--- src/sv/mmvc_pkg.sv ---
`default_nettype none

package mmvc_pkg;

    // Parser position within a MIDI message.
    typedef enum logic [1:0] {
        PHASE_STATUS,
        PHASE_DATA1,
        PHASE_DATA2
    } mmvc_phase_t;

    // Sequencer states of the pitch stack engine.
    typedef enum logic [2:0] {
        ENG_IDLE,
        ENG_SCAN,
        ENG_POP,
        ENG_DECIDE,
        ENG_DIVIDE,
        ENG_SPLIT,
        ENG_EMIT
    } mmvc_eng_state_t;

    // Note command kinds passed from the parser to the engine.
    typedef enum logic {
        OP_NOTE_ON,
        OP_NOTE_OFF
    } mmvc_op_t;

    typedef struct packed {
        mmvc_op_t   op;
        logic [7:0] pitch;
    } mmvc_cmd_t;

    // Voice request from the engine: gate plus the split pitch.
    typedef struct packed {
        logic       gate_on;
        logic [3:0] octave;
        logic [3:0] semitone;
    } mmvc_req_t;

    // Configuration register indexes.
    localparam logic [2:0] CFG_WAVEFORM_SELECT = 3'd0;
    localparam logic [2:0] CFG_CARRIER_OCTAVE  = 3'd1;
    localparam logic [2:0] CFG_MESSAGE_GAIN    = 3'd2;
    localparam logic [2:0] CFG_MESSAGE_WAVE    = 3'd3;
    localparam logic [2:0] CFG_MODULATED_GAIN  = 3'd4;
    localparam logic [2:0] CFG_MODULATED_WAVE  = 3'd5;
    localparam logic [2:0] CFG_ATTACK_RATE     = 3'd6;
    localparam logic [2:0] CFG_RELEASE_RATE    = 3'd7;

    // MIDI status codes.
    localparam logic [7:0] SYSTEM_MIN      = 8'hF0;
    localparam logic [3:0] KIND_NOTE_OFF   = 4'h8;
    localparam logic [3:0] KIND_NOTE_ON    = 4'h9;
    localparam logic [3:0] KIND_POLY_PRESS = 4'hA;
    localparam logic [3:0] KIND_CONTROL    = 4'hB;
    localparam logic [3:0] KIND_PITCH_BEND = 4'hE;
    localparam logic [3:0] CHANNEL_0       = 4'h0;

    // Pitch limits.
    localparam logic [7:0] PITCH_LOW  = 8'd12;
    localparam logic [7:0] PITCH_HIGH = 8'd107;

    // Division by 12 as multiply by 43 and shift right by 9 (exact up to 119).
    localparam logic [5:0] RECIP_12    = 6'd43;
    localparam int         RECIP_SHIFT = 9;

    // Control byte codes.
    localparam logic [7:0] CTRL_GATE   = 8'h80;
    localparam logic [2:0] WAVE_PM     = 3'd4;
    localparam logic [7:0] CTRL_PM_OFF = 8'h04;

    function automatic logic has_two_data(input logic [7:0] status);
        logic [3:0] kind;
        kind = status[7:4];
        return (kind == KIND_NOTE_OFF) || (kind == KIND_NOTE_ON) ||
               (kind == KIND_POLY_PRESS) || (kind == KIND_CONTROL) ||
               (kind == KIND_PITCH_BEND);
    endfunction

    function automatic logic in_play_range(input logic [7:0] pitch);
        return (pitch >= PITCH_LOW) && (pitch <= PITCH_HIGH);
    endfunction

    // Phase increment of each semitone within an octave.
    function automatic logic [11:0] note_delta(input logic [3:0] semitone);
        logic [11:0] delta;
        case (semitone)
            4'd0:    delta = 12'd702;
            4'd1:    delta = 12'd744;
            4'd2:    delta = 12'd788;
            4'd3:    delta = 12'd835;
            4'd4:    delta = 12'd885;
            4'd5:    delta = 12'd937;
            4'd6:    delta = 12'd993;
            4'd7:    delta = 12'd1052;
            4'd8:    delta = 12'd1115;
            4'd9:    delta = 12'd1181;
            4'd10:   delta = 12'd1251;
            4'd11:   delta = 12'd1326;
            default: delta = 12'd0;
        endcase
        return delta;
    endfunction

endpackage

`default_nettype wire

--- src/sv/mmvc_engine.sv ---
`default_nettype none

module mmvc_engine #(
    parameter int STACK_DEPTH = 16
) (
    input  wire                 clk,
    input  wire                 rst_n,
    input  wire                 cmd_valid,
    input  mmvc_pkg::mmvc_cmd_t cmd,
    output logic                cmd_ready,
    output logic                req_valid,
    output mmvc_pkg::mmvc_req_t req,
    input  wire                 req_ready
);

    localparam int AW = $clog2(STACK_DEPTH);

    mmvc_pkg::mmvc_eng_state_t state_reg, state_next;

    logic [AW-1:0] top_reg, top_next;
    logic [7:0]    last_pitch_reg, last_pitch_next;
    logic [7:0]    pitch_reg, pitch_next;
    logic [AW:0]   scan_idx_reg, scan_idx_next;
    logic          chk_valid_reg, chk_valid_next;
    logic [AW-1:0] chk_idx_reg, chk_idx_next;
    logic          found_reg, found_next;
    logic          gate_reg, gate_next;
    logic [3:0]    quot_reg, quot_next;
    logic [3:0]    semi_reg, semi_next;

    // Pitch stack memory; entry 0 is never written and reads as zero.
    logic [7:0]    mem [STACK_DEPTH];
    logic          mem_we;
    logic [AW-1:0] mem_waddr;
    logic [7:0]    mem_wdata;
    logic [AW-1:0] mem_raddr;
    logic [7:0]    rd_data_reg;
    logic          rd_zero_reg;

    logic          on_room;
    logic          on_new;
    logic [7:0]    top_val;
    logic          top_pos;
    logic          top_new;
    logic          scan_more;
    logic [12:0]   recip_prod;
    logic [6:0]    semi_full;

    always_ff @(posedge clk)
    begin
        if (mem_we)
        begin
            mem[mem_waddr] <= mem_wdata;
        end
        rd_data_reg <= mem[mem_raddr];
        rd_zero_reg <= (mem_raddr == '0);
    end

    // Shared decision terms.
    assign on_room    = ({1'b0, top_reg} < (AW + 1)'(STACK_DEPTH - 1));
    assign on_new     = (cmd.pitch != last_pitch_reg);
    assign top_val    = rd_zero_reg ? 8'd0 : rd_data_reg;
    assign top_pos    = (top_val != 8'd0) && !top_val[7];
    assign top_new    = (top_val != last_pitch_reg);
    assign scan_more  = (scan_idx_reg <= {1'b0, top_reg});
    assign recip_prod = 13'(pitch_reg[6:0]) * 13'(mmvc_pkg::RECIP_12);
    assign semi_full  = pitch_reg[6:0] - ({quot_reg, 3'b000} + {1'b0, quot_reg, 2'b00});

    // Next state.
    always_comb
    begin
        state_next = state_reg;
        unique case (state_reg)
            mmvc_pkg::ENG_IDLE:
            begin
                if (cmd_valid)
                begin
                    if (cmd.op == mmvc_pkg::OP_NOTE_OFF)
                    begin
                        state_next = mmvc_pkg::ENG_SCAN;
                    end
                    else if (on_room && on_new)
                    begin
                        state_next = mmvc_pkg::in_play_range(cmd.pitch) ?
                                     mmvc_pkg::ENG_DIVIDE : mmvc_pkg::ENG_EMIT;
                    end
                end
            end
            mmvc_pkg::ENG_SCAN:
            begin
                if (!scan_more && !chk_valid_reg)
                begin
                    state_next = mmvc_pkg::ENG_POP;
                end
            end
            mmvc_pkg::ENG_POP:
            begin
                state_next = mmvc_pkg::ENG_DECIDE;
            end
            mmvc_pkg::ENG_DECIDE:
            begin
                if (!top_pos)
                begin
                    state_next = mmvc_pkg::ENG_EMIT;
                end
                else if (top_new)
                begin
                    state_next = mmvc_pkg::in_play_range(top_val) ?
                                 mmvc_pkg::ENG_DIVIDE : mmvc_pkg::ENG_EMIT;
                end
                else
                begin
                    state_next = mmvc_pkg::ENG_IDLE;
                end
            end
            mmvc_pkg::ENG_DIVIDE:
            begin
                state_next = mmvc_pkg::ENG_SPLIT;
            end
            mmvc_pkg::ENG_SPLIT:
            begin
                state_next = mmvc_pkg::ENG_EMIT;
            end
            mmvc_pkg::ENG_EMIT:
            begin
                if (req_ready)
                begin
                    state_next = mmvc_pkg::ENG_IDLE;
                end
            end
            default:
            begin
                state_next = mmvc_pkg::ENG_IDLE;
            end
        endcase
    end

    // Datapath, memory access and handshake outputs.
    always_comb
    begin
        cmd_ready       = 1'b0;
        req_valid       = 1'b0;
        req             = '{gate_on: gate_reg, octave: quot_reg, semitone: semi_reg};
        mem_we          = 1'b0;
        mem_waddr       = chk_idx_reg - 1'b1;
        mem_wdata       = rd_data_reg;
        mem_raddr       = scan_idx_reg[AW-1:0];
        top_next        = top_reg;
        last_pitch_next = last_pitch_reg;
        pitch_next      = pitch_reg;
        scan_idx_next   = scan_idx_reg;
        chk_valid_next  = chk_valid_reg;
        chk_idx_next    = chk_idx_reg;
        found_next      = found_reg;
        gate_next       = gate_reg;
        quot_next       = quot_reg;
        semi_next       = semi_reg;
        unique case (state_reg)
            mmvc_pkg::ENG_IDLE:
            begin
                cmd_ready = 1'b1;
                if (cmd_valid)
                begin
                    if (cmd.op == mmvc_pkg::OP_NOTE_OFF)
                    begin
                        pitch_next     = cmd.pitch;
                        scan_idx_next  = (AW + 1)'(1);
                        chk_valid_next = 1'b0;
                        found_next     = 1'b0;
                    end
                    else if (on_room)
                    begin
                        // Push onto the stack.
                        top_next  = top_reg + 1'b1;
                        mem_we    = 1'b1;
                        mem_waddr = top_reg + 1'b1;
                        mem_wdata = cmd.pitch;
                        if (on_new)
                        begin
                            last_pitch_next = cmd.pitch;
                            pitch_next      = cmd.pitch;
                            gate_next       = mmvc_pkg::in_play_range(cmd.pitch);
                        end
                    end
                end
            end
            mmvc_pkg::ENG_SCAN:
            begin
                // Read entries 1..top in turn; after a match, each later entry
                // moves down by one.
                if (scan_more)
                begin
                    scan_idx_next  = scan_idx_reg + 1'b1;
                    chk_valid_next = 1'b1;
                    chk_idx_next   = scan_idx_reg[AW-1:0];
                end
                else
                begin
                    chk_valid_next = 1'b0;
                end
                if (chk_valid_reg)
                begin
                    if (found_reg)
                    begin
                        mem_we = 1'b1;
                    end
                    else if ((chk_idx_reg < top_reg) && (rd_data_reg == pitch_reg))
                    begin
                        found_next = 1'b1;
                    end
                end
            end
            mmvc_pkg::ENG_POP:
            begin
                if (top_reg != '0)
                begin
                    top_next  = top_reg - 1'b1;
                    mem_raddr = top_reg - 1'b1;
                end
                else
                begin
                    mem_raddr = '0;
                end
            end
            mmvc_pkg::ENG_DECIDE:
            begin
                last_pitch_next = top_val;
                pitch_next      = top_val;
                gate_next       = top_pos && mmvc_pkg::in_play_range(top_val);
            end
            mmvc_pkg::ENG_DIVIDE:
            begin
                quot_next = recip_prod[mmvc_pkg::RECIP_SHIFT +: 4];
            end
            mmvc_pkg::ENG_SPLIT:
            begin
                semi_next = semi_full[3:0];
                quot_next = quot_reg + 4'd1;
            end
            mmvc_pkg::ENG_EMIT:
            begin
                req_valid = 1'b1;
            end
            default:
            begin
                cmd_ready = 1'b0;
            end
        endcase
    end

    // Control registers.
    always_ff @(posedge clk or negedge rst_n)
    begin
        if (!rst_n)
        begin
            state_reg      <= mmvc_pkg::ENG_IDLE;
            top_reg        <= '0;
            last_pitch_reg <= 8'd0;
            scan_idx_reg   <= '0;
            chk_valid_reg  <= 1'b0;
            found_reg      <= 1'b0;
        end
        else
        begin
            state_reg      <= state_next;
            top_reg        <= top_next;
            last_pitch_reg <= last_pitch_next;
            scan_idx_reg   <= scan_idx_next;
            chk_valid_reg  <= chk_valid_next;
            found_reg      <= found_next;
        end
    end

    // Payload registers.
    always_ff @(posedge clk)
    begin
        pitch_reg   <= pitch_next;
        chk_idx_reg <= chk_idx_next;
        gate_reg    <= gate_next;
        quot_reg    <= quot_next;
        semi_reg    <= semi_next;
    end

    // The reserved bottom entry must never be overwritten.
    assert property (@(posedge clk) disable iff (!rst_n)
        mem_we |-> (mem_waddr != '0))
        else $error("pitch stack write to bottom entry");

    // The scan never examines an entry above the stack top.
    assert property (@(posedge clk) disable iff (!rst_n)
        (state_reg == mmvc_pkg::ENG_SCAN && chk_valid_reg) |-> (chk_idx_reg <= top_reg))
        else $error("stack scan beyond top");

    // A note-on with room grows the stack by exactly one.
    assert property (@(posedge clk) disable iff (!rst_n)
        (state_reg == mmvc_pkg::ENG_IDLE && cmd_valid && cmd.op == mmvc_pkg::OP_NOTE_ON
         && on_room) |=> (top_reg == $past(top_reg) + 1'b1))
        else $error("push did not advance stack top");

    // A pop of a non-empty stack shrinks it by exactly one.
    assert property (@(posedge clk) disable iff (!rst_n)
        (state_reg == mmvc_pkg::ENG_POP && top_reg != '0)
        |=> (top_reg == $past(top_reg) - 1'b1))
        else $error("pop did not lower stack top");

endmodule

`default_nettype wire

--- src/sv/midi_mono_voice_controller.sv ---
// Reset (rst_n, async, low). A note-on in the playable range passes the engine states
// DIVIDE, SPLIT and EMIT; a note-on that gives gate off goes straight to EMIT. EMIT
// holds until the output register takes the voice command. A note-off walks the N held
// pitches in the stack memory one entry a cycle, then passes POP and DECIDE. Other
// bytes finish in the cycle taken. Throughput: one byte per cycle outside note commands;
// a note command blocks new bytes until its voice command, if any, leaves the engine.
`default_nettype none

module midi_mono_voice_controller #(
    parameter int STACK_DEPTH = 16
) (
    input  wire         clk,
    input  wire         rst_n,
    // Configuration write port.
    input  wire         cfg_wr_en,
    input  wire  [2:0]  cfg_index,
    input  wire  [5:0]  cfg_wdata,
    // MIDI byte stream.
    input  wire         s_axis_tvalid,
    output logic        s_axis_tready,
    input  wire  [7:0]  s_axis_tdata,   // [7:0] midi_byte
    // Voice command stream.
    output logic        m_axis_tvalid,
    input  wire         m_axis_tready,
    output logic [55:0] m_axis_tdata,   // [7:0] control_byte, [23:8] phase_word,
                                        // [29:24] octave_sum, [37:30] message_byte,
                                        // [45:38] modulated_byte, [53:46] envelope_byte
    output logic [0:0]  m_axis_tuser    // [0] gate_on
);

    // Configuration registers.
    logic [2:0] waveform_select_reg;
    logic [3:0] carrier_octave_reg;
    logic [5:0] message_gain_reg;
    logic [1:0] message_wave_reg;
    logic [5:0] modulated_gain_reg;
    logic [1:0] modulated_wave_reg;
    logic [3:0] attack_rate_reg;
    logic [3:0] release_rate_reg;

    // Parser state.
    mmvc_pkg::mmvc_phase_t phase_reg, phase_next;
    logic [7:0] running_status_reg, running_status_next;
    logic [7:0] current_status_reg, current_status_next;
    logic [7:0] first_data_reg, first_data_next;

    logic                in_fire;
    logic [7:0]          in_byte;
    logic                cmd_valid;
    mmvc_pkg::mmvc_cmd_t cmd;
    logic                cmd_ready;
    logic                req_valid;
    mmvc_pkg::mmvc_req_t req;
    logic                req_ready;

    // Output register.
    logic        out_valid_reg;
    logic [55:0] out_tdata_reg;
    logic        out_tuser_reg;
    logic [55:0] out_tdata_next;
    logic [7:0]  control_byte;
    logic [5:0]  octave_sum;

    assign in_byte       = s_axis_tdata;
    assign in_fire       = s_axis_tvalid && s_axis_tready;
    assign s_axis_tready = cmd_ready;

    // Configuration writes.
    always_ff @(posedge clk or negedge rst_n)
    begin
        if (!rst_n)
        begin
            waveform_select_reg <= 3'd4;
            carrier_octave_reg  <= 4'd0;
            message_gain_reg    <= 6'd63;
            message_wave_reg    <= 2'd0;
            modulated_gain_reg  <= 6'd63;
            modulated_wave_reg  <= 2'd0;
            attack_rate_reg     <= 4'd15;
            release_rate_reg    <= 4'd15;
        end
        else if (cfg_wr_en)
        begin
            unique case (cfg_index)
                mmvc_pkg::CFG_WAVEFORM_SELECT: waveform_select_reg <= cfg_wdata[2:0];
                mmvc_pkg::CFG_CARRIER_OCTAVE:  carrier_octave_reg  <= cfg_wdata[3:0];
                mmvc_pkg::CFG_MESSAGE_GAIN:    message_gain_reg    <= cfg_wdata[5:0];
                mmvc_pkg::CFG_MESSAGE_WAVE:    message_wave_reg    <= cfg_wdata[1:0];
                mmvc_pkg::CFG_MODULATED_GAIN:  modulated_gain_reg  <= cfg_wdata[5:0];
                mmvc_pkg::CFG_MODULATED_WAVE:  modulated_wave_reg  <= cfg_wdata[1:0];
                mmvc_pkg::CFG_ATTACK_RATE:     attack_rate_reg     <= cfg_wdata[3:0];
                mmvc_pkg::CFG_RELEASE_RATE:    release_rate_reg    <= cfg_wdata[3:0];
            endcase
        end
    end

    // Parser next phase.
    always_comb
    begin
        phase_next = phase_reg;
        if (in_fire)
        begin
            unique case (phase_reg)
                mmvc_pkg::PHASE_STATUS:
                begin
                    if (in_byte < mmvc_pkg::SYSTEM_MIN)
                    begin
                        if (!in_byte[7])
                        begin
                            phase_next = mmvc_pkg::has_two_data(running_status_reg) ?
                                         mmvc_pkg::PHASE_DATA2 : mmvc_pkg::PHASE_STATUS;
                        end
                        else
                        begin
                            phase_next = mmvc_pkg::PHASE_DATA1;
                        end
                    end
                end
                mmvc_pkg::PHASE_DATA1:
                begin
                    phase_next = mmvc_pkg::has_two_data(current_status_reg) ?
                                 mmvc_pkg::PHASE_DATA2 : mmvc_pkg::PHASE_STATUS;
                end
                mmvc_pkg::PHASE_DATA2:
                begin
                    phase_next = mmvc_pkg::PHASE_STATUS;
                end
                default:
                begin
                    phase_next = mmvc_pkg::PHASE_STATUS;
                end
            endcase
        end
    end

    // Parser data registers and note commands.
    always_comb
    begin
        running_status_next = running_status_reg;
        current_status_next = current_status_reg;
        first_data_next     = first_data_reg;
        cmd_valid           = 1'b0;
        cmd.op              = (current_status_reg[7:4] == mmvc_pkg::KIND_NOTE_ON) ?
                              mmvc_pkg::OP_NOTE_ON : mmvc_pkg::OP_NOTE_OFF;
        cmd.pitch           = first_data_reg;
        if (in_fire)
        begin
            unique case (phase_reg)
                mmvc_pkg::PHASE_STATUS:
                begin
                    if (in_byte < mmvc_pkg::SYSTEM_MIN)
                    begin
                        if (!in_byte[7])
                        begin
                            first_data_next     = in_byte;
                            current_status_next = running_status_reg;
                        end
                        else
                        begin
                            running_status_next = in_byte;
                            current_status_next = in_byte;
                        end
                    end
                end
                mmvc_pkg::PHASE_DATA1:
                begin
                    first_data_next = in_byte;
                end
                mmvc_pkg::PHASE_DATA2:
                begin
                    cmd_valid = (current_status_reg[3:0] == mmvc_pkg::CHANNEL_0) &&
                                ((current_status_reg[7:4] == mmvc_pkg::KIND_NOTE_ON) ||
                                 (current_status_reg[7:4] == mmvc_pkg::KIND_NOTE_OFF));
                end
                default:
                begin
                    cmd_valid = 1'b0;
                end
            endcase
        end
    end

    always_ff @(posedge clk or negedge rst_n)
    begin
        if (!rst_n)
        begin
            phase_reg          <= mmvc_pkg::PHASE_STATUS;
            running_status_reg <= 8'd0;
            current_status_reg <= 8'd0;
            first_data_reg     <= 8'd0;
        end
        else
        begin
            phase_reg          <= phase_next;
            running_status_reg <= running_status_next;
            current_status_reg <= current_status_next;
            first_data_reg     <= first_data_next;
        end
    end

    mmvc_engine #(
        .STACK_DEPTH (STACK_DEPTH)
    ) u_engine (
        .clk       (clk),
        .rst_n     (rst_n),
        .cmd_valid (cmd_valid),
        .cmd       (cmd),
        .cmd_ready (cmd_ready),
        .req_valid (req_valid),
        .req       (req),
        .req_ready (req_ready)
    );

    // Voice command formatting from the engine request and the configuration.
    assign octave_sum = {{2{carrier_octave_reg[3]}}, carrier_octave_reg} +
                        {2'b00, req.octave};

    always_comb
    begin
        if (req.gate_on)
        begin
            control_byte   = mmvc_pkg::CTRL_GATE | {5'd0, waveform_select_reg};
            out_tdata_next = {2'b00,
                              release_rate_reg, attack_rate_reg,
                              modulated_wave_reg, modulated_gain_reg,
                              message_wave_reg, message_gain_reg,
                              octave_sum,
                              req.octave, mmvc_pkg::note_delta(req.semitone),
                              control_byte};
        end
        else
        begin
            control_byte   = (waveform_select_reg == mmvc_pkg::WAVE_PM) ?
                             mmvc_pkg::CTRL_PM_OFF : 8'd0;
            out_tdata_next = {48'd0, control_byte};
        end
    end

    // Output register: takes a new command whenever it is empty or being drained.
    assign req_ready = !out_valid_reg || m_axis_tready;

    always_ff @(posedge clk or negedge rst_n)
    begin
        if (!rst_n)
        begin
            out_valid_reg <= 1'b0;
        end
        else if (req_ready)
        begin
            out_valid_reg <= req_valid;
        end
    end

    always_ff @(posedge clk)
    begin
        if (req_valid && req_ready)
        begin
            out_tdata_reg <= out_tdata_next;
            out_tuser_reg <= req.gate_on;
        end
    end

    assign m_axis_tvalid   = out_valid_reg;
    assign m_axis_tdata    = out_tdata_reg;
    assign m_axis_tuser[0] = out_tuser_reg;

endmodule

`default_nettype wire

--- config.mk ---
export PLATFORM = sky130hd
export DESIGN_NAME = midi_mono_voice_controller
export DESIGN_NICKNAME = d
export VERILOG_FILES = /design/src/sv/mmvc_pkg.sv /design/src/sv/mmvc_engine.sv /design/src/sv/midi_mono_voice_controller.sv
export SDC_FILE = /design/constraint.sdc
export NUM_CORES = 1
export LEC_CHECK = 0
export BUFFER_PORTS_ARGS = -buffer_cell sky130_fd_sc_hd__buf_2
export CAP_MARGIN = 20
export CORE_MARGIN = 8
export CORE_UTILIZATION = 45
export DETAILED_ROUTE_END_ITERATION = 8
export PLACE_DENSITY = 0.73
export SLEW_MARGIN = 20
export SYNTH_ARGS = -nofsm -noshare
export SYNTH_HDL_FRONTEND = slang
export SYNTH_SLANG_ARGS = --single-unit
--- constraint.sdc ---
create_clock -name clk -period 5.2 [get_ports clk]
set_clock_uncertainty 0.1 [all_clocks]
set_input_delay 0.78 -clock clk [delete_from_list [all_inputs] [get_ports clk]]
set_output_delay 0.78 -clock clk [all_outputs]
set_load 0.01 [all_outputs]
; Word level (Yosys, flattened, before mapping)
; Memory sizes are Yosys's and may differ from the RTL's. A register that Yosys moved wholly into a read port is not among the register bits.
; Cells that the tools add are included.
[op_classes]
mux = 74
n_lt_le_gt_ge = 8
addsub = 8
n_reduce_logical = 51
n_eq_ne = 39
mul = 1
[ops]
columns = cell, count
row1 = 2-to-1 mux 8 bit, 14
row2 = case mux 8 bit (2 select lines), 3
row3 = 2-to-1 mux 4 bit, 10
row4 = 2-to-1 mux 3 bit, 9
row5 = equality test 3 bit (second input constant), 8
row6 = AND reduction 4 bit, 6
row7 = 2-to-1 mux 1 bit, 21
row8 = case mux 3 bit (7 select lines), 1
row9 = equality test 4 bit (second input constant), 5
row10 = AND reduction 2 bit, 10
row11 = greater-or-equal comparator 8 x 4 -> 1 bit (second input constant), 2
row12 = <= comparator 8 x 7 -> 1 bit (second input constant), 2
row13 = inequality test 8 bit, 2
row14 = case mux 4 bit (2 select lines), 2
row15 = 2-to-1 mux 5 bit, 3
row16 = multiplier 7 x 6 -> 13 bit (second input constant), 1
row17 = equality test 3 x 2 -> 1 bit (second input constant), 4
row18 = inequality test 2 x 1 -> 1 bit (second input constant), 6
row19 = inequality test 2 bit (second input constant), 6
row20 = logical AND 1 bit, 10
row21 = 2-to-1 mux 2 bit, 5
row22 = case mux 5 bit (2 select lines), 1
row23 = AND reduction 5 bit, 2
row24 = nonzero test 2 bit, 5
row25 = other kinds (25), 43
[word_totals]
inputBits = 22
mem_count = 2
ff_bits = 151
ram_bits = 128
mem_bits_ro = 176
elab_cells = 211
out_inout_bits = 59
[memory_table]
columns = name, depth, width, read_ports, rd_ports_with_merged_regs, wr, line
row1 = (no name shown), 16, 11, 1, 1, 0, mmvc_pkg.sv:88  ; case (semitone)
row2 = u_engine.mem, 16, 8, 1, 1, 1, mmvc_engine.sv:32  ; logic [7:0] mem [STACK_DEPTH];

; Depth between registers and ports, before layout
; Gate-level depths: netlist of the first run.
[logic_depth]
ltp_word = 9
mapped_depth = 12
mapped_depth_nobuf = 12

; Hierarchy
; Synthesis of the first run repeated with hierarchy kept, for this count alone.
[unflattened]
hier_cells = 981
area_unflattened_um2 = 13371.6
[modules_own_cells]
columns = module, cells_each, n_inst, area_each_um2
row1 = mmvc_engine, 684, 1, 9049.9
row2 = midi_mono_voice_controller, 297, 1, 4321.6

; Least setup slack after synthesis of the first run
; Ideal clock, no wire load.
[synth_path]
path_type = input -> register
from = input port m_axis_tready
to = register out_tdata_reg[0] (netlist: m_axis_tdata[0]) (enable)
required_time_ps = 4580
path_slack_ps = 306
t_arrival_ps = 4274
path_buffers = 0
stages = 2
cell_sequence = nor2b_1 nor3_1
[synth_between]
elab_chain_len = 2
[synth_lines]
columns = element, line
row1 = "start, declared", midi_mono_voice_controller.sv:24  ; input wire m_axis_tready,
row2 = logical OR 1 bit, midi_mono_voice_controller.sv:240  ; assign req_ready = !out_valid_reg || m_axis_tready;
row3 = logical AND 1 bit, midi_mono_voice_controller.sv:256  ; if (req_valid && req_ready)
row4 = "end signal, assigned", midi_mono_voice_controller.sv:258  ; out_tdata_reg <= out_tdata_next;
row5 = "end, declared", midi_mono_voice_controller.sv:58  ; logic [55:0] out_tdata_reg;
; No other way between the ends.
; A chain may end at the register's enable or synchronous reset.

; Worst setup path after layout of the first run
[layout_path]
from = register u_engine.pitch_reg[1]
to = register u_engine.quot_reg[3], data pin
[layout_between]
elab_chain_len = 2
[layout_lines]
columns = element, line
row1 = "start, declared", mmvc_engine.sv:22  ; logic [7:0] pitch_reg, pitch_next;
row2 = "start signal, assigned", mmvc_engine.sv:277  ; pitch_reg <= pitch_next;
row3 = multiplier 7 x 6 -> 13 bit, mmvc_engine.sv:66  ; assign recip_prod = 13'(pitch_reg[6:0]) * 13'(mmvc_pkg::RECIP_12);
row4 = case mux 4 bit (2 select lines), mmvc_engine.sv:158  ; unique case (state_reg)
row5 = via u_engine.quot_next[3], mmvc_engine.sv:28  ; logic [3:0] quot_reg, quot_next;
row6 = "end signal, assigned", mmvc_engine.sv:280  ; quot_reg <= quot_next;
row7 = "end, declared", mmvc_engine.sv:28
; The timed path passes the listed nets, and every way through them passes these cells.

==> results of run 1 <==
-- kinds of logic (layout without fill, tap and decap cells) --
kind of cell    count (synthesis)  after routing  synth area share
buf+inv                        93            172            0.0338
mux                            66             66            0.0567
other cells                     1              7          0.000286
xor+xnor                       40             40            0.0268
simple gates                  254            254             0.103
flops                         280            280             0.610
fa+ha+maj                      64             64            0.0652
compound gates                184            184             0.104
-- per-stage QoR --
stage,instance area [um2],utilization,setup slack (ns),power [W]
5_1_grt,14700,0.513,1.08,0.0100
3_5_place_dp,13700,0.478,1.44,0.00724
6_report,14700,0.513,1.36,0.00938
4_1_cts,14700,0.513,1.35,0.00941
2_1_floorplan,13100,-,0.306,0.00625
3_3_place_gp,13700,0.478,1.57,0.00711
-- worst min-delay path by stage --
stage                                        start                  endpoint  slack [ns]  cells after the start
after CTS                                    rst_n  u_engine.scan_idx_reg[1]        0.14                      1
after global placement       modulated_wave_reg[1]     modulated_wave_reg[1]        0.38                      1
after detailed placement     modulated_wave_reg[1]     modulated_wave_reg[1]        0.39                      1
after global routing                         rst_n  u_engine.scan_idx_reg[1]        0.18                      1
final                                        rst_n  u_engine.scan_idx_reg[3]        0.14                      1
after floorplan           u_engine.scan_idx_reg[2]   u_engine.chk_idx_reg[2]        0.35                      0
-- cell type report --
type	count	area (um2)	share of cell area
timing repair buffer	77	395	0.0269
multi-input combinational	615	4690	0.319
inverter	44	165	0.0112
tap	384	480	0.0327
clock inverter	12	194	0.0132
clock buffer	39	805	0.0547
sequential	280	7980	0.543
-- critical path, delay by kind of cell, from the launching register on --
family / cells / cell delay (ns)
adders and majority gates: 4 / 1.69
AOI/OAI and AO/OA: 3 / 0.75
DFF: 1 / 0.52
and+or+nand+nor: 3 / 0.49
buffers and inverters: 2 / 0.10
-- report_power, final --
part	total, W	switching (W)	internal (W)
clock	0.00213	0.000845	0.00129
sequential	0.00353	0.000498	0.00304
combinational	0.00372	0.00214	0.00157
total	0.00938	0.00349	0.00590
-- layer usage --
layer  wire length, um  GRT usage  part of all wire
met4               670     0.0467             0.025
met1             11700      0.190              0.43
met2             13400      0.267              0.49
met3              1590     0.0276             0.058
met5                 0          0                 0
-- placed cells by master, fill, tap and decap left out, drive strengths merged, types with 8 or more instances in the layout --
master	instances
edfxtp	199
buf	77
nor2	63
mux2	62
ha	57
nand2	53
dfrtp	51
inv	44
clkbuf	39
o21ai	35
and2	34
a21oi	34
a222oi	24
dfstp	21
xor2	20
xnor2	20
nor3	16
nand2b	15
and3	13
a32o	12
nand3	10
a31oi	10
nor3b	10
dfxtp	9
a311oi	8
==> metrics.md, run 1 <==
| Metric | Value |
|---|---|
| Die footprint | `34800 um2` |
| Sum of overflow across all layers after global routing | `0` |
| Hold_buf cts | `0` |
| Unrepaired setup endpoints after global routing | `false` |
| P&R area growth vs syn | `12.4%` |
| Effective utilization at floorplan | `0.456` |
| Register-to-Register Setup Slack | `approximately 1.4 ns` |
| Critical path startpoint | `u_engine.pitch_reg[1]` |
| Hold violation count in the final report | `0` |
| Boundary Pins | `between 80 and 90` |
| Master of the slowest instance on the critical path | `sky130_fd_sc_hd__fa_1` |
| PostCTS Resize Cnt | `0` |
| Hold/Removal Path Class | `in -> async` |
| Worst hold-check slack | `between 0.1 and 0.15 ns` |
| Clk root buf | `sky130_fd_sc_hd__clkbuf_16` |
| Commonest cells in the netlist | `199 x sky130_fd_sc_hd__edfxtp_1, 63 x sky130_fd_sc_hd__nor2_1, 61 x sky130_fd_sc_hd__mux2_2` |
| Number of clock buffers inserted by TritonCTS | `28` |
| Final total negative setup slack | `0 ns` |
| Buffers on Ports | `73` |
| Number of pins exceeding their max-slew limit in the final report | `0` |
| Total wire length | `~27 mm` |
| Insertion delay of the later-clocked pin in the worst-skew pair | `~0.56 ns` |
| Relative slew margins | `0.296` |
| Vias in the first global route | `~8200` |
| Core Area | `approximately 29000 um2` |
| Post-CTS repair timing setup buffer count | `0` |
| Maximum VDD drop | `0.610 mV` |
| Data arrival time of the critical path | `a little over 4 ns` |
| Startpoint types | `flop` |
| Yosys warning total | `0` |
| CTS Buffer Depth | `3` |
| Post-synthesis cell area | `approximately 13000 um2` |
| Result of the run | `finished clean` |
| Final setup violation count | `0` |
| Largest net degree at the start of global routing | `51` |
| Reg-to-reg critical path startpoint | `u_engine.pitch_reg[1]` |
| Non-Filler Instances | `1451` |
| Average footprint of a synthesized cell | `roughly 13 um2` |
| DR WL/cell | `18.8 um` |
| CP Class | `reg -> reg` |
| P per Cell Area | `~640 nW/um2` |
| Most frequently used cell type in the post-synthesis netlist | `sky130_fd_sc_hd__edfxtp_1` |
| Series of cell instances along the critical path | `ha_1, inv_1, fa_1, fa_1, inv_1, ha_1, and4_1, nand3_1, a31oi_1, o31ai_1, and3_1, o31ai_1` |
| Register ranked first by flip-flop count | `u_engine.mem` |
| Slowest cell delay on critical path | `0.55 ns` |
| Capturing point of the worst reg2reg path | `u_engine.quot_reg[3]` |
| Synth unique cells | `75` |
| Max reg flops | `around 130` |
| Leakage Power | `~5.6 nW` |
| Max Freq | `261 MHz` |
| Async S/R FF share, synth | `0.257` |
| Depth of the worst register-to-register path | `12` |
| Share of the cycle needed by the critical path after routing | `0.738` |
| Clock slew seen by the registers of the worst setup and hold paths | `approximately 0.060 ns` |
| DIE WIDTH | `between 150 and 200 um` |
| Final critical delay including setup and external delays | `about 3.8 ns` |
| Clock tree from TritonCTS | `done` |
| Detailed Routing Iterations Pass 1 | `7` |
| Final net count | `1132` |
| Post-synthesis sequential area ratio | `0.610` |
| Antenna violations before repair | `0` |
| Placed instance count | `1400` |
| Capturing element type of the critical path | `flop` |
| Initial DRC Count | `between 600 and 700` |
| Dominant cells by area after synthesis | `sky130_fd_sc_hd__edfxtp_1 46%, sky130_fd_sc_hd__dfrtp_1 9.7%, sky130_fd_sc_hd__ha_1 5.4%` |
| Via count | `8108` |
| DRT antenna net count | `0` |
| Row count | `between 60 and 70` |
| Maximum fanout along the worst path | `7` |
| Flops & latches, synth | `between 200 and 300` |
| Diode insertion count for antenna repair | `0` |
| Primary FF master, synth | `sky130_fd_sc_hd__edfxtp_1` |
| Top cell type's share of synthesized area | `0.457` |
| Largest area contributor in the synthesized netlist | `sky130_fd_sc_hd__edfxtp_1` |
| Transition time of the tightest slew-check pin | `1.05 ns` |
| Worst endpoint required time | `~5.5 ns` |
| Global router's overall resource usage | `0.153` |
| Share of post-route cells with drive strength above 1 | `0.207` |
| Fillers | `2464` |
| Vias per inst | `approximately 5.6` |
| Number of flops mapped to enable cells by yosys | `between 150 and 200` |
| Gate Count Post-Synth | `982` |
| Final routed DRC violation total | `0` |
| Critical Path End | `u_engine.quot_reg[3]` |
| H-tree levels | `1` |
| Max-Cap Viols | `0` |
| Vertical extent of the die | `roughly 190 um` |
| CTS Sinks | `280` |
| HPWL reported at the end of detailed placement | `between 15 and 20 mm` |
| Placer congestion estimate | `about 0.87` |
| Wire length of the first global-routing pass | `roughly 44 mm` |
Power figures use the tool's default switching activity.
==> run 2: changes to the inputs <==
==> constraint.sdc (replaced) <==
create_clock -name clk -period 3.9 [get_ports clk]
set_clock_uncertainty 0.1 [all_clocks]
set_input_delay 0.585 -clock clk [delete_from_list [all_inputs] [get_ports clk]]
set_output_delay 0.585 -clock clk [all_outputs]
set_load 0.01 [all_outputs]
==> run 2 against run 1 <==
Critical endpoint unchanged. Design area up 0.49%. Non-clock buffer count rose by 17. Highest routed layer unchanged. Die area unchanged. Sequential cell count stayed put. Critical path depth unchanged. Count of clock-buffer cells in the layout up 2. Routed wire length fell by 0.37%. Via count is 0.27% higher. Final cell count is 1.2% higher. Global-route usage is 0.085 points lower. Setup slack lost 1.1 ns. Critical path type unchanged. Combinational power grew 35%.
==> metrics.md, run 2 (synthesis results as in run 1) <==
| Metric | Value |
|---|---|
| Result of the run | `finished clean` |
| Share of the cycle needed by the critical path after routing | `0.924` |
| Clock share of power | `0.214` |
| Detailed Routing Iterations Pass 1 | `6` |
| Data arrival time of the critical path | `3.78 ns` |
| Worst path bufs/invs | `2` |
| Vias per inst | `between 5 and 6` |
| Total wire length | `between 20 and 30 mm` |
| Total power | `~0.012 W` |
| Register ranked first by flip-flop count | `u_engine.mem` |
| Slowest cell delay on critical path | `around 0.55 ns` |
| Switching share of total power | `0.375` |
| Max Freq | `~280 MHz` |
| Number of cells on the critical path | `12` |
| Die footprint | `between 30000 and 40000 um2` |
| Number of pins exceeding their max-slew limit in the final report | `0` |
| Wire length of the first global-routing pass | `43.7 mm` |
| Buffers on Ports | `73` |
| Effective utilization at floorplan | `0.456` |
| Share of post-route cells with drive strength above 1 | `0.222` |
| CP Class | `reg -> reg` |
| Placer congestion estimate | `about 0.83` |
| Startpoint types | `flop` |
| Final critical delay including setup and external delays | `roughly 3.6 ns` |
| Final setup violation count | `0` |
| Sum of overflow across all layers after global routing | `0` |
| Core Area | `28700 um2` |
| Post-CTS repair timing setup buffer count | `0` |
| Crit-path leading delay family | `adder cells` |
| Net Sw Power | `between 0.004 and 0.005 W` |
| HPWL reported at the end of detailed placement | `between 15 and 20 mm` |
| Reg-to-reg critical path startpoint | `u_engine.pitch_reg[6]` |
| Final net count | `approximately 1100` |
| Clk root buf | `sky130_fd_sc_hd__clkbuf_16` |
| Vias in the first global route | `roughly 8200` |
| Initial DRC Count | `630` |
| Row count | `just over 60` |
| Unrepaired setup endpoints after global routing | `false` |
| Hold violation count in the final report | `0` |
| DIE WIDTH | `approximately 190 um` |
| Critical Path End | `u_engine.quot_reg[3]` |
| Clock tree from TritonCTS | `done` |
| Hold_buf cts | `0` |
| Series of cell instances along the critical path | `ha_1, inv_1, fa_1, fa_1, inv_1, ha_1, and4_1, nand3_1, a31oi_1, o31ai_1, and3_1, o31ai_1` |
| Vertical extent of the die | `between 150 and 200 um` |
| Clock slew seen by the registers of the worst setup and hold paths | `0.06 ns` |
| H-tree levels | `1` |
| Hold/Removal Path Class | `in -> async` |
| Insertion delay of the later-clocked pin in the worst-skew pair | `between 0.5 and 0.6 ns` |
| Worst endpoint required time | `4.08 ns` |
| Maximum VDD drop | `between 0.5 and 0.6 mV` |
| Max-Cap Viols | `0` |
| Register-to-Register Setup Slack | `between 0.2 and 0.3 ns` |
| DR WL/cell | `18.5 um` |
| Critical path startpoint | `u_engine.pitch_reg[6]` |
| Via count | `slightly above 8000` |
| CTS Sinks | `280` |
| Largest net degree at the start of global routing | `between 50 and 60` |
| Master of the slowest instance on the critical path | `sky130_fd_sc_hd__fa_1` |
| Leakage Power | `~5.6 nW` |
| CTS Buffer Depth | `3` |
| Number of clock buffers inserted by TritonCTS | `28` |
| Transition time of the tightest slew-check pin | `1.00 ns` |
| P&R area growth vs syn | `13.0%` |
| Final routed DRC violation total | `0` |
| Max reg flops | `128` |
| PostCTS Resize Cnt | `0` |
| Diode insertion count for antenna repair | `0` |
| Capturing point of the worst reg2reg path | `u_engine.quot_reg[3]` |
| Internal power | `0.00771 W` |
| Capturing element type of the critical path | `flop` |
| Depth of the worst register-to-register path | `12` |
| Global router's overall resource usage | `0.152` |
| Antenna violations before repair | `0` |
| Final total negative setup slack | `0 ns` |
| Boundary Pins | `slightly above 80` |
| Relative slew margins | `0.330` |
| DRT antenna net count | `0` |
| Maximum fanout along the worst path | `5` |
| Most frequent cells in the layout | `199 x sky130_fd_sc_hd__edfxtp_1, 73 x sky130_fd_sc_hd__buf_2, 63 x sky130_fd_sc_hd__nor2_1` |
| Combinational power share | `0.409` |
| Leading cell type in the layout, fill and taps excluded | `sky130_fd_sc_hd__edfxtp_1` |
| P per Cell Area | `833 nW/um2` |
| Power share of the sequential group | `0.376` |
-- run 2: cell types whose count changed in the layout (fill, tap and decap cells not counted), sizes merged --
cell	delta
inv	+1
buf	+17
clkinvlp	-1
clkinv	+3
clkbuf	+2
bufinv	-4
-- run 2: worst reg2reg max path: stages, from the launching register on --
cell and delay (ns):
sky130_fd_sc_hd__edfxtp_1 0.50, sky130_fd_sc_hd__ha_1 0.33, sky130_fd_sc_hd__inv_1 0.05, sky130_fd_sc_hd__fa_1 0.47, sky130_fd_sc_hd__fa_1 0.55, sky130_fd_sc_hd__inv_1 0.04
sky130_fd_sc_hd__ha_1 0.30, sky130_fd_sc_hd__and4_1 0.20, sky130_fd_sc_hd__nand3_1 0.10, sky130_fd_sc_hd__a31oi_1 0.14, sky130_fd_sc_hd__o31ai_1 0.32, sky130_fd_sc_hd__and3_1 0.20
sky130_fd_sc_hd__o31ai_1 0.07
-- run 2: final cells by class --
type,instances,area [um2]
clock inverter,11,91.3
sequential,280,7980
inverter,44,165
tap,384,480
timing repair buffer,94,523
clock buffer,41,841
fill,2436,13900
multi-input combinational,615,4700
-- run 2: layer usage --
metal / global-route usage / vias up / wire, um
li1: - / 3842 / -
met1: 0.193 / 4025 / 11500
met2: 0.259 / 219 / 13400
met3: 0.0330 / 44 / 1770
met4: 0.0418 / 0 / 574
met5: 0 / - / 0
-- run 2: through the flow --
step / setup slack, ns / hold WS, ns / cell area (um2) / util / instances
final: 0.297 / 0.0926 / 14800 / 0.515 / 1469
after global routing: 0.0705 / 0.155 / 14800 / 0.515 / 1469
after CTS: 0.273 / 0.102 / 14800 / 0.515 / 1469
after detailed placement: 0.269 / 0.390 / 13800 / 0.483 / 1417
after global placement: 0.348 / 0.382 / 13800 / 0.483 / 1417
after floorplan: 0.430 / 0.189 / 13100 / - / 988
-- run 2: worst min path at each step --
stage | endpoint | depth (start not counted) | startpoint
2_1_floorplan | carrier_octave_reg[0] | 0 | rst_n
3_3_place_gp | modulated_wave_reg[0] | 1 | modulated_wave_reg[0]
3_5_place_dp | phase_reg[1] | 1 | phase_reg[1]
4_1_cts | first_data_reg[2] | 1 | rst_n
5_1_grt | first_data_reg[2] | 1 | rst_n
6_report | first_data_reg[2] | 1 | rst_n
-- run 2: power by group through the flow --
stage               clock, W  combinational, W  sequential [W]
CTS                  0.00269           0.00506         0.00463
global route         0.00280           0.00570         0.00471
global placement           0           0.00483         0.00467
detailed placement         0           0.00500         0.00469
finish               0.00264           0.00504         0.00463
floorplan                  0           0.00390         0.00444
==> run 3: changes to the inputs <==
--- a/config.mk
+++ b/config.mk
@@ -8,9 +8,10 @@
 export BUFFER_PORTS_ARGS = -buffer_cell sky130_fd_sc_hd__buf_2
 export CAP_MARGIN = 20
 export CORE_MARGIN = 8
-export CORE_UTILIZATION = 45
+export CORE_UTILIZATION = 60
 export DETAILED_ROUTE_END_ITERATION = 8
-export PLACE_DENSITY = 0.73
+export PLACE_DENSITY = 0.9
+export RECOVER_POWER = 50
 export SLEW_MARGIN = 20
 export SYNTH_ARGS = -nofsm -noshare
 export SYNTH_HDL_FRONTEND = slang
==> run 3 against run 2 <==
The flow now finishes with violations (capacitance limit, slew limit). Critical path depth is the same. Critical endpoint unchanged. Via count is 3.7% higher. Final cell count fell by 7.9%. Highest routed layer unchanged. Sequential power up 1%. Clock power decreased by 3%. Sequential share of layout area rose by 1.4 points. Combinational power is 1% higher.
==> metrics.md, run 3 (synthesis results as in run 1) <==
| Metric | Value |
|---|---|
| Result of the run | `finished with violations` |
| Violations in the final reports | `capacitance limit, slew limit` |
| Final WS setup | `0.190 ns` |
| Row count | `54` |
| Wire length of the first global-routing pass | `roughly 45 mm` |
| Max Freq | `around 270 MHz` |
| DRT antenna net count | `0` |
| Detailed Routing Iterations Pass 1 | `5` |
| Core Area | `between 20000 and 25000 um2` |
| CTS Buffer Depth | `3` |
| DR WL/cell | `~21 um` |
| CP Class | `reg -> reg` |
| CTS Sinks | `280` |
| Final routed DRC violation total | `0` |
| Initial DRC Count | `948` |
| Depth of the worst register-to-register path | `12` |
| Hold_buf cts | `0` |
| Vertical extent of the die | `around 160 um` |
| Global router's overall resource usage | `0.212` |
| Vias in the first global route | `between 8000 and 9000` |
| Antenna violations before repair | `0` |
| Maximum fanout along the worst path | `5` |
| Transition time of the tightest slew-check pin | `a little over 2 ns` |
| Share of the cycle needed by the critical path after routing | `0.951` |
| Final net count | `1138` |
| PostCTS Resize Cnt | `0` |
| Effective utilization at floorplan | `0.605` |
| Boundary Pins | `81` |
| Leading cell type in the layout, fill and taps excluded | `sky130_fd_sc_hd__edfxtp_1` |
| Setup Slack @ Placement | `0.257 ns` |
| Diode insertion count for antenna repair | `0` |
| Hold/Removal Path Class | `in -> reg` |
| Number of pins exceeding their max-slew limit in the final report | `38` |
| Maximum VDD drop | `~1.1 mV` |
| Final setup violation count | `0` |
| Relative slew margins | `-0.348` |
| Worst endpoint required time | `between 4 and 5 ns` |
| Max reg flops | `roughly 130` |
| Sum of overflow across all layers after global routing | `0` |
| H-tree levels | `1` |
| Final critical delay including setup and external delays | `3.71 ns` |
| Cell depth of the worst min-delay path | `2` |
| Via count | `~8400` |
| P per Cell Area | `857 nW/um2` |
| Share of post-route cells with drive strength above 1 | `0.151` |
| P&R area growth vs syn | `10.1%` |
| Capturing point of the worst reg2reg path | `u_engine.quot_reg[3]` |
| Reg-to-reg critical path startpoint | `u_engine.pitch_reg[4]` |
| Clock tree from TritonCTS | `done` |
| Hold violation count in the final report | `0` |
| Hold path startpoint | `cfg_wdata[4]` |
| Placer congestion estimate | `between 0.8 and 0.9` |
| Final total negative setup slack | `0 ns` |
| Max-Cap Viols | `1` |
| HPWL reported at the end of detailed placement | `~19 mm` |
| Register-to-Register Setup Slack | `0.19 ns` |
| Clock slew seen by the registers of the worst setup and hold paths | `approximately 0.06 ns` |
| Post-CTS repair timing setup buffer count | `0` |
| Startpoint types | `flop` |
| Buffers on Ports | `73` |
| Total wire length | `28.3 mm` |
| Most frequent cells in the layout | `199 x sky130_fd_sc_hd__edfxtp_1, 63 x sky130_fd_sc_hd__nor2_1, 62 x sky130_fd_sc_hd__clkbuf_1` |
| DIE WIDTH | `approximately 160 um` |
| Number of clock buffers inserted by TritonCTS | `27` |
| Leakage Power | `5.35 nW` |
| End point of the worst hold path | `modulated_gain_reg[4]` |
| Clk root buf | `sky130_fd_sc_hd__clkbuf_16` |
| Largest net degree at the start of global routing | `slightly above 50` |
| Capturing element type of the critical path | `flop` |
| Register ranked first by flip-flop count | `u_engine.mem` |
| Unrepaired setup endpoints after global routing | `false` |
| Vias per inst | `6.23` |
| Insertion delay of the later-clocked pin in the worst-skew pair | `between 0.5 and 0.6 ns` |
| Data arrival time of the critical path | `3.87 ns` |
| Die footprint | `about 27000 um2` |
==> run 3: cell count changes in the layout (fill, tap and decap cells not counted), sizes merged <==
cell,previous run,this run
bufinv,0,2
clkinv,8,10
clkbuf,41,93
inv,45,46
clkinvlp,2,3
buf,94,24
==> run 3: how the worst max path moves through the flow <==
stage | from | endpoint | depth (start not counted)
6_report | u_engine.pitch_reg[4] | u_engine.quot_reg[3] | 12
5_1_grt | u_engine.pitch_reg[6] | u_engine.quot_reg[3] | 12
4_1_cts | u_engine.pitch_reg[4] | u_engine.quot_reg[3] | 12
3_5_place_dp | u_engine.pitch_reg[4] | u_engine.quot_reg[3] | 12
3_3_place_gp | u_engine.pitch_reg[6] | u_engine.quot_reg[3] | 12
2_1_floorplan | u_engine.pitch_reg[1] | u_engine.quot_reg[3] | 12
==> run 3: report_power, final <==
part / internal [W] / switching (W)
clock: 0.00147 / 0.00110
combinational: 0.00212 / 0.00297
sequential: 0.00405 / 0.000634
==> run 3: critical path, cell delays in order (launching register included) <==
cell and delay [ns]:
sky130_fd_sc_hd__edfxtp_1 0.47, sky130_fd_sc_hd__ha_1 0.34, sky130_fd_sc_hd__fa_1 0.51, sky130_fd_sc_hd__inv_1 0.06
sky130_fd_sc_hd__fa_1 0.53, sky130_fd_sc_hd__inv_1 0.05, sky130_fd_sc_hd__ha_1 0.31, sky130_fd_sc_hd__o21a_1 0.19
sky130_fd_sc_hd__o21ai_0 0.17, sky130_fd_sc_hd__a31oi_1 0.09, sky130_fd_sc_hd__o31ai_1 0.33, sky130_fd_sc_hd__and3_1 0.21
sky130_fd_sc_hd__o31ai_1 0.07
==> run 3: cell type report <==
type | instances | area [um2]
sequential | 280 | 7980
inverter | 44 | 165
tap | 280 | 350
clock inverter | 17 | 154
multi-input combinational | 615 | 4670
fill | 1459 | 7210
clock buffer | 33 | 728
timing repair buffer | 84 | 357
==> run 3: per-stage QoR <==
step           hold slack [ns]  power (W)   util  instance area, um2  instances
3_5_place_dp             0.399    0.00967  0.631               13600       1303
2_1_floorplan            0.189    0.00834      -               13100        988
6_report                 0.197     0.0123  0.666               14400       1353
4_1_cts                 0.0547     0.0123  0.672               14500       1353
5_1_grt                  0.189     0.0131  0.666               14400       1353
3_3_place_gp             0.380    0.00934  0.631               13600       1303
==> run 3: routing by layer <==
layer | routed length (um) | global-route usage | part of all wire | up-vias
li1 | - | - | - | 3823
met1 | 10900 | 0.259 | 0.38 | 4172
met2 | 14500 | 0.370 | 0.51 | 380
met3 | 2130 | 0.0363 | 0.075 | 59
met4 | 785 | 0.0789 | 0.028 | 0
met5 | 0 | 0 | 0 | -
